===== src/sv/akf_pkg.sv =====
// Shared types, constants and helpers for the angle Kalman filter.
`timescale 1ns / 1ps
package akf_pkg;

	localparam int NUM_W = 60;
	localparam int DEN_W = 34;

	typedef logic signed [69:0] wide_t;

	typedef enum logic [2:0] {
		ST_IDLE,
		ST_MUL,
		ST_ACC,
		ST_DIV,
		ST_DONE
	} state_t;

	typedef enum logic [1:0] {
		REG_Q_ANGLE   = 2'd0,
		REG_Q_GYRO    = 2'd1,
		REG_R_ANGLE   = 2'd2,
		REG_TIME_STEP = 2'd3
	} reg_idx_t;

	localparam logic [31:0] Q_ANGLE_RST   = 32'd42949673;
	localparam logic [31:0] Q_GYRO_RST    = 32'd1288490;
	localparam logic [31:0] R_ANGLE_RST   = 32'd42949673;
	localparam logic [23:0] TIME_STEP_RST = 24'd671089;

	function automatic wide_t ext32(input logic [31:0] v);
		return {{38{v[31]}}, v};
	endfunction

	function automatic logic [31:0] sat32(input wide_t v);
		logic [31:0] r;
		if (v > 70'sd2147483647)
			r = 32'h7fff_ffff;
		else if (v < -70'sd2147483648)
			r = 32'h8000_0000;
		else
			r = v[31:0];
		return r;
	endfunction

endpackage


===== src/sv/akf_div.sv =====
// Restoring unsigned divider, one quotient bit per cycle.
`timescale 1ns / 1ps
module akf_div (
	input  logic                          clk,
	input  logic                          arst_n,
	input  logic                          start,
	input  logic [akf_pkg::NUM_W-1:0]     num,
	input  logic [akf_pkg::DEN_W-1:0]     den,
	output logic                          done,
	output logic [akf_pkg::NUM_W-1:0]     quot
);

	logic                        busy_q;
	logic                        done_q;
	logic [5:0]                  cnt_q;
	logic [akf_pkg::DEN_W-1:0]   den_q;
	logic [akf_pkg::DEN_W-1:0]   rem_q;
	logic [akf_pkg::NUM_W-1:0]   quo_q;
	logic [akf_pkg::DEN_W:0]     shifted;
	logic [akf_pkg::DEN_W:0]     trial;

	assign shifted = {rem_q, quo_q[akf_pkg::NUM_W-1]};
	assign trial   = shifted - {1'b0, den_q};

	always_ff @(posedge clk or negedge arst_n) begin
		if (!arst_n) begin
			busy_q <= 1'b0;
			done_q <= 1'b0;
			cnt_q  <= '0;
		end else begin
			done_q <= 1'b0;
			if (start) begin
				busy_q <= 1'b1;
				cnt_q  <= '0;
			end else if (busy_q) begin
				if (cnt_q == 6'(akf_pkg::NUM_W - 1)) begin
					busy_q <= 1'b0;
					done_q <= 1'b1;
				end
				cnt_q <= cnt_q + 6'd1;
			end
		end
	end

	always_ff @(posedge clk) begin
		if (start) begin
			den_q <= den;
			rem_q <= '0;
			quo_q <= num;
		end else if (busy_q) begin
			if (!trial[akf_pkg::DEN_W]) begin
				rem_q <= trial[akf_pkg::DEN_W-1:0];
				quo_q <= {quo_q[akf_pkg::NUM_W-2:0], 1'b1};
			end else begin
				rem_q <= shifted[akf_pkg::DEN_W-1:0];
				quo_q <= {quo_q[akf_pkg::NUM_W-2:0], 1'b0};
			end
		end
	end

	assign done = done_q;
	assign quot = quo_q;

endmodule


===== config.mk =====
export PLATFORM = sky130hd
export DESIGN_NAME = akf_div
export DESIGN_NICKNAME = d
export VERILOG_FILES = /design/src/sv/akf_pkg.sv /design/src/sv/akf_div.sv
export SDC_FILE = /design/constraint.sdc
export NUM_CORES = 1
export LEC_CHECK = 0
export ABC_AREA = 1
export BUFFER_PORTS_ARGS = -buffer_cell sky130_fd_sc_hd__buf_2
export CORE_MARGIN = 1.5
export CORE_UTILIZATION = 33
export CTS_CLUSTER_SIZE = 10
export DETAILED_ROUTE_END_ITERATION = 7
export PLACE_DENSITY = 0.56
export REMOVE_ABC_BUFFERS = 1
export SYNTH_ARGS = -nofsm -noshare
export SYNTH_HDL_FRONTEND = slang
export SYNTH_SLANG_ARGS = --single-unit

===== constraint.sdc =====
create_clock -name clk -period 3.2 [get_ports clk]
set_input_delay 0.32 -clock clk [delete_from_list [all_inputs] [get_ports clk]]
set_output_delay 0.32 -clock clk [all_outputs]
set_load 0.01 [all_outputs]

==> results of run 1 <==
## per-layer routing
metal	GRT usage (%)	wire length, µm	up-vias
li1	-	-	3801
met1	22.4	9820	3233
met2	28.6	9850	219
met3	5.71	1740	18
met4	4.38	195	0
met5	0	0	-
## cell type report
| class | instances | share of cell area [%] |
|---|---|---|
| well taps | 324 | 4.10 |
| inverters | 185 | 7.03 |
| clock buffers | 17 | 4.30 |
| clock inverters | 15 | 1.54 |
| multi-input cells | 779 | 36.9 |
| flip-flops and latches | 136 | 37.5 |
| repair buffers | 165 | 8.61 |
## sequential cells by signal, summed over array words and instances, names as in the netlist
register,flops
busy_q,1
cnt_q,6
den_q,34
done,1
quot,60
rem_q,34
## cell families (layout without fill, tap and decap cells)
logic type               after synthesis  count (layout)
adder cells (fa/ha/maj)               36              36
AO/OA/AOI/OAI                         60              60
flip-flops                           136             136
AND/OR/NAND/NOR                      665             665
buffers and inverters                211             382
XOR/XNOR                              18              18
## synthesized netlist by cell type (2+ instances only)
master,instances,area share [%]
a21oi_1,29,1.8
a21oi_2,3,0.32
buf_4,4,0.37
buf_6,5,0.69
clkbuf_1,17,0.78
dfrtp_1,8,2.4
dfxtp_1,34,8.3
edfxtp_1,94,34
ha_1,35,5.3
inv_1,183,8.4
inv_2,2,0.092
nand2_1,505,23
nand2_2,11,0.84
nand2_4,2,0.27
nand3_1,66,4.0
nand3_2,2,0.24
nand3b_1,5,0.46
nand4_1,5,0.38
nor2_1,54,2.5
nor2_2,3,0.23
nor2_4,2,0.27
nor3_1,8,0.49
o21ai_0,18,1.1
o21ai_1,3,0.18
o21bai_1,4,0.37
xnor2_1,13,1.4
xor2_1,5,0.53
## repair_timing
| action | 4_1_cts | 5_1_grt |
|---|---|---|
| hold endpoints to repair | 8 | 0 |
| endpoints found under the setup margin | 0 | 0 |
| gates resized for setup | 0 | 0 |
| hold buffers | 1 | 0 |
## power by group through the flow
stage          Sequential (µW)  Combinational, µW  Clock, µW
2_1_floorplan             2260               1180          0
3_3_place_gp              2250               1690          0
3_5_place_dp              2250               1710          0
4_1_cts                   2220               1720       2000
5_1_grt                   2240               1960       2080
6_report                  2220               1700       1960
## worst max-delay path: stages (launching register included)
cell,delay [ns]
edfxtp_1,0.38
inv_1,0.09
ha_1,0.14
inv_1,0.05
fa_1,0.46
nand3_2,0.12
nand3_2,0.13
nand2_2,0.09
nand2_2,0.06
nand2_2,0.08
nand3_1,0.14
nand2_4,0.37
nand2_1,0.12
nand3_1,0.09
nand2_1,0.06
## worst max path at each step
stage / startpoint / to / slack [ns]
2_1_floorplan: busy_q / quot[0] / -0.10
3_3_place_gp: quot[59] / rem_q[20] / 0.78
3_5_place_dp: quot[59] / rem_q[11] / 0.71
4_1_cts: quot[59] / rem_q[11] / 0.68
5_1_grt: quot[59] / rem_q[23] / 0.42
6_report: quot[59] / rem_q[11] / 0.72
## per-stage QoR
step | hold slack, ns | utilization (%) | worst slack, ns | cell area, µm² | TNS, ns
final | 0.0511 | 40.6 | 0.722 | 9880 | 0
after detailed placement | 0.176 | 38.2 | 0.715 | 9300 | 0
after floorplan | 0.0244 | - | -0.103 | 8050 | -6.20
after global routing | 0.0422 | 40.6 | 0.421 | 9880 | 0
after global placement | 0.176 | 38.2 | 0.782 | 9300 | 0
after CTS | 0.0469 | 40.6 | 0.682 | 9880 | 0
==> run_results.csv, run 1 <==
group,metric,value,unit
setup_path,reg2reg_from,"quot[59]",
clocking,cts_root_buf,"clkbuf_16",
yosys,synth.ff_latch_count,136,
route,antenna_left,0,
status,outcome,"finished, final reports clean",
timing,setup-violations-final,0,
global_routing,antenna_found_initial,0,
route,vias_per_cell,4.49,
layout,seq_area,3700,µm²
global_routing,grt_max_degree,57,
floorplan,dieHeight,161,µm
yosys,async_reset_ff_share,5.88,%
power,power_frac_comb,28.9,%
timing,fmax,0.404,GHz
yosys,synthSimpleGateAreaFrac,33.0,%
global_routing,grt_pass1_vias,7026,
clocking,clkSinkCount,136,
setup_path,setup.worst_path.end_class,"flip-flop",
layout,multiInputGateArea,3650,µm²
floorplan,start_util,33.7,%
setup_path,r2r_setup_slack,0.72,ns
min_path,hold_path_startpoint,"den[20]",
timing,drv_slew,0,
clocking,cts.clk_slew.worst_paths,0.07,ns
min_path,holdPathStages,1,
global_routing,grt-ovfl-total,0,
min_path,hold_class,"in2reg",
layout,stdcell_count,1621,
clocking,cts_made_buffers,17,
power,p_leak,0.00535,µW
floorplan,dieArea,25800,µm²
timing,fin_crit_sh,77.4,%
yosys,synth.distinct_cells,33,
global_routing,grt_pass1_wl,35600,µm
yosys,muxShareOfSynthArea,0,%
floorplan,core,24300,µm²
yosys,synth_top_family_by_area,"simple AND/OR/NAND/NOR gates",
floorplan,rows,57,
power,p_sw,2140,µW
clocking,cts_tree,"built",
power,p_int,3730,µW
yosys,yosysSeqAreaShare,45.2,%
layout,fillers,2512,
setup_path,cp_max_fo,34,
floorplan,die_x,161,µm
yosys,yosys_most_used_dff,"edfxtp_1",
clocking,post-cts-setup-buffer-count,0,
yosys,ys_warn_count,0,
yosys,synth_area,8200,µm²
power,p_sw_share,36.4,%
layout,nets,1417,
timing,min_period,2.48,ns
layout,num_antenna_cells,0,
setup_path,ff2ff_path_depth,14,
route,drcViolationCount,0,
global_routing,grt_usage,17.5,%
yosys,avgSynthCellArea,7.28,µm²
placed_design,globalplace.congestion,0.912,
setup_path,required,3.52,ns
route,drtIter0Drc,406,
run,maxCapViolations,0,
route,wl_per_cell,13.3,µm
clocking,h-tree-depth,4,
floorplan,ios,158,
timing,hold_viol_final,0,
timing,relSlewSlack,60.2,%
setup_path,start_kind,"flip-flop",
route,dr.pass1.iters,6,
timing,fin_skew,0.0223,ns
power,finalPower,5880,µW
setup_path,worstPathArrival,2.79,ns
power,clockPowerShare,33.4,%
yosys,synth-edff-count,94,
yosys,synth_cells,1126,
layout,final_common_cell,"nand2_1",
layout,syn2layout_area_growth,20.6,%
setup_path,critPathKind,"reg2reg",
route,vias,7271,
layout,drive_above_1_share,17.2,%
clocking,cts_buffer_depth,2,
yosys,synth_xor_area_share,1.92,%
min_path,whs_endpoint,"den_q[20]",
power,ir_drop,319,µV
placed_design,place_hpwl,16200,µm
clocking,clock_latency,0.44,ns
timing,grt_setup_unrepaired,"no",
timing,tightest_slew,0.597,ns
placed_design,io_buffers,157,
yosys,synth_compound_area_share,4.03,%
layout,most-common-layout-cells,"nand2_1, inv_1, buf_2",
route,routed_wl,21600,µm
setup_path,r2r-end,"rem_q[11]",
power,power_density,595,nW/µm²
placed_design,place_inst,1588,
yosys,synth-adder-area-share,5.59,%
power,pwr-share-seq,37.7,%
(Power assumes the default switching activity.)
==> inputs of run 2 (changes only) <==
--- a/config.mk
+++ b/config.mk
@@ -11,7 +11,7 @@
 export CORE_UTILIZATION = 33
 export CTS_CLUSTER_SIZE = 10
 export DETAILED_ROUTE_END_ITERATION = 7
-export PLACE_DENSITY = 0.56
+export PLACE_DENSITY = 0.58
 export REMOVE_ABC_BUFFERS = 1
 export SYNTH_ARGS = -nofsm -noshare
 export SYNTH_HDL_FRONTEND = slang
==> constraint.sdc (replaced) <==
create_clock -name clk -period 2.1 [get_ports clk]
set_input_delay 0.21 -clock clk [delete_from_list [all_inputs] [get_ports clk]]
set_output_delay 0.21 -clock clk [all_outputs]
set_load 0.01 [all_outputs]
==> run 2 against run 1 <==
Effect of this change:
- the flow now finishes with violations (negative setup slack)
- clock-buffer cell count increased by 4
- die area is the same
- via count increased by 7.3%
- sequential power rose by 53%
- non-clock buffer count increased by 121
- total power rose by 79%
- critical path type unchanged
- critical endpoint is now rem_q[26]
- largest cell class is now multi-input combinational cells
- highest routed layer unchanged
==> run_results.csv, run 2 (same netlist as run 1, synthesis figures left out) <==
group,metric,value,unit
layout,largest_reg_flops,60,
setup_path,slowest_stage,"fa_2",
route,dr.pass1.iters,5,
floorplan,rows,57,
floorplan,dieHeight,161,µm
floorplan,die_x,161,µm
power,finalPower,10500,µW
global_routing,grt_pass1_wl,38500,µm
run,maxCapViolations,0,
global_routing,grt_usage,18.8,%
status,outcome,"complete, but fails checks",
timing,final.setup.tns,-4.18,ns
global_routing,antenna_found_initial,0,
min_path,holdPathStages,3,
setup_path,cp_cell_sequence,"inv_2 > ha_4 > inv_2 > fa_2 > nand3_2 > nand3_2 > nand2_2 > nand2_4 > nand2_4 > nand3_4 > nand2_8 > clkbuf_16 > nand2_2 > nand3_1 > nand2_1",
route,drcViolationCount,0,
layout,syn2layout_area_growth,40.7,%
min_path,hold_class,"in2reg",
layout,nets,1538,
layout,drive_above_1_share,27.4,%
power,p_sw_share,34.9,%
setup_path,setup.worst_path.end_class,"flip-flop",
power,p_leak,0.00613,µW
timing,setup_ws,-0.154,ns
clocking,cts.clk_slew.worst_paths,0.07,ns
route,vias,7801,
timing,hold_viol_final,0,
setup_path,required,2.41,ns
clocking,clock_latency,0.43,ns
layout,final_common_cell,"nand2_1",
timing,relSlewSlack,65.8,%
setup_path,ff2ff_path_depth,15,
timing,min_period,2.25,ns
clocking,cts_root_buf,"clkbuf_16",
clocking,h-tree-depth,4,
timing,fin_skew,0.0214,ns
floorplan,start_util,33.7,%
power,p_int,6830,µW
route,vias_per_cell,4.48,
setup_path,critPathKind,"reg2reg",
global_routing,grt_pass1_vias,7774,
setup_path,cp_num_buf_inv,3,
clocking,cts_tree,"built",
layout,num_antenna_cells,0,
setup_path,path_delay_family,"simple AND/OR/NAND/NOR gates",
floorplan,ios,158,
timing,grt_setup_unrepaired,"yes",
setup_path,cp_num_cells,15,
timing,fin_crit_sh,107,%
setup_path,worstPathArrival,2.57,ns
route,top_layer,"met4",
placed_design,io_buffers,157,
route,wl_met2,11000,µm
setup_path,startpoint,"quot[59]",
route,drt-met1-wl,10900,µm
clocking,clkSinkCount,136,
timing,drv_slew,0,
floorplan,dieArea,25800,µm²
setup_path,cp_max_fo,6,
setup_path,start_kind,"flip-flop",
power,clockPowerShare,30.5,%
timing,tightest_slew,0.513,ns
timing,holdWs,0.0487,ns
setup_path,cpPeakStageDelay,0.42,ns
route,drtIter0Drc,417,
route,antenna_left,0,
power,ir_drop,508,µV
global_routing,grt_max_degree,79,
floorplan,core,24300,µm²
route,wl_per_cell,13.6,µm
timing,fmax,0.444,GHz
timing,setup-violations-final,35,
power,pwr-share-seq,32.4,%
power,power_density,909,nW/µm²
power,p_sw,3660,µW
placed_design,globalplace.congestion,0.919,
clocking,cts_made_buffers,17,
setup_path,reg2reg_from,"quot[59]",
global_routing,grt-ovfl-total,0,
layout,finalCoreUtilization,47.4,%
placed_design,place_hpwl,17100,µm
route,routed-wl-met3,1490,µm
status,violations,"negative setup slack",
min_path,hold_path_startpoint,"num[55]",
layout,most-common-layout-cells,"nand2_1, inv_1, buf_2",
placed_design,pre_cts_ws,-0.207,ns
clocking,cts_buffer_depth,2,
power,power_frac_comb,37.1,%
route,routed_wl,23600,µm
## run 2: worst reg2reg max path: stages, from the launching register on
cell       delay (ns)
edfxtp_1         0.40
inv_2            0.09
ha_4             0.12
inv_2            0.04
fa_2             0.42
nand3_2          0.09
nand3_2          0.09
nand2_2          0.10
nand2_4          0.06
nand2_4          0.10
nand3_4          0.11
nand2_8          0.17
clkbuf_16        0.18
nand2_2          0.05
nand3_1          0.07
nand2_1          0.05
## run 2: power by group through the flow
| stage | logic (µW) | registers (µW) | clock network (µW) |
|---|---|---|---|
| final | 3900 | 3400 | 3200 |
| after global routing | 4340 | 3440 | 3380 |
| after CTS | 3530 | 3390 | 3280 |
| after detailed placement | 3220 | 3430 | 0 |
| after global placement | 3190 | 3430 | 0 |
| after floorplan | 1790 | 3440 | 0 |
## run 2: layout make-up
| class | instances | area, µm² |
|---|---|---|
| tap | 324 | 405 |
| fill | 2386 | 12800 |
| timing repair buffer | 286 | 2050 |
| clock inverter | 11 | 119 |
| inverter | 185 | 694 |
| multi-input combinational | 779 | 4060 |
| clock buffer | 21 | 504 |
| sequential | 136 | 3700 |
## run 2: per-layer routing
layer,vias to the layer above,track usage (%)
met5,-,0
met4,0,4.80
li1,4049,-
met3,19,4.83
met2,218,31.2
met1,3515,24.4
## run 2: per-stage QoR
stage / area [µm²] / cells
finish: 11500 / 1742
global route: 11500 / 1742
CTS: 11200 / 1737
detailed placement: 10000 / 1668
global placement: 10000 / 1668
floorplan: 8050 / 1100
## run 2: final timing paths
path                             endpoint  slack [ns]
worst max-delay path            rem_q[26]       -0.15
worst min-delay path             quot[55]        0.05
worst max register to register  rem_q[26]       -0.15
worst min register to register   rem_q[8]        0.47
max in group asynchronous        cnt_q[1]        1.76
min in group asynchronous            done        0.17
## run 2: repair_timing
action,in CTS,in global routing
gates resized for setup,44,55
setup buffers,1,1
endpoints found under the hold margin,41,1
pin swaps,4,33
cloned,2,3
hold buffers,34,1
setup endpoints to repair,35,35
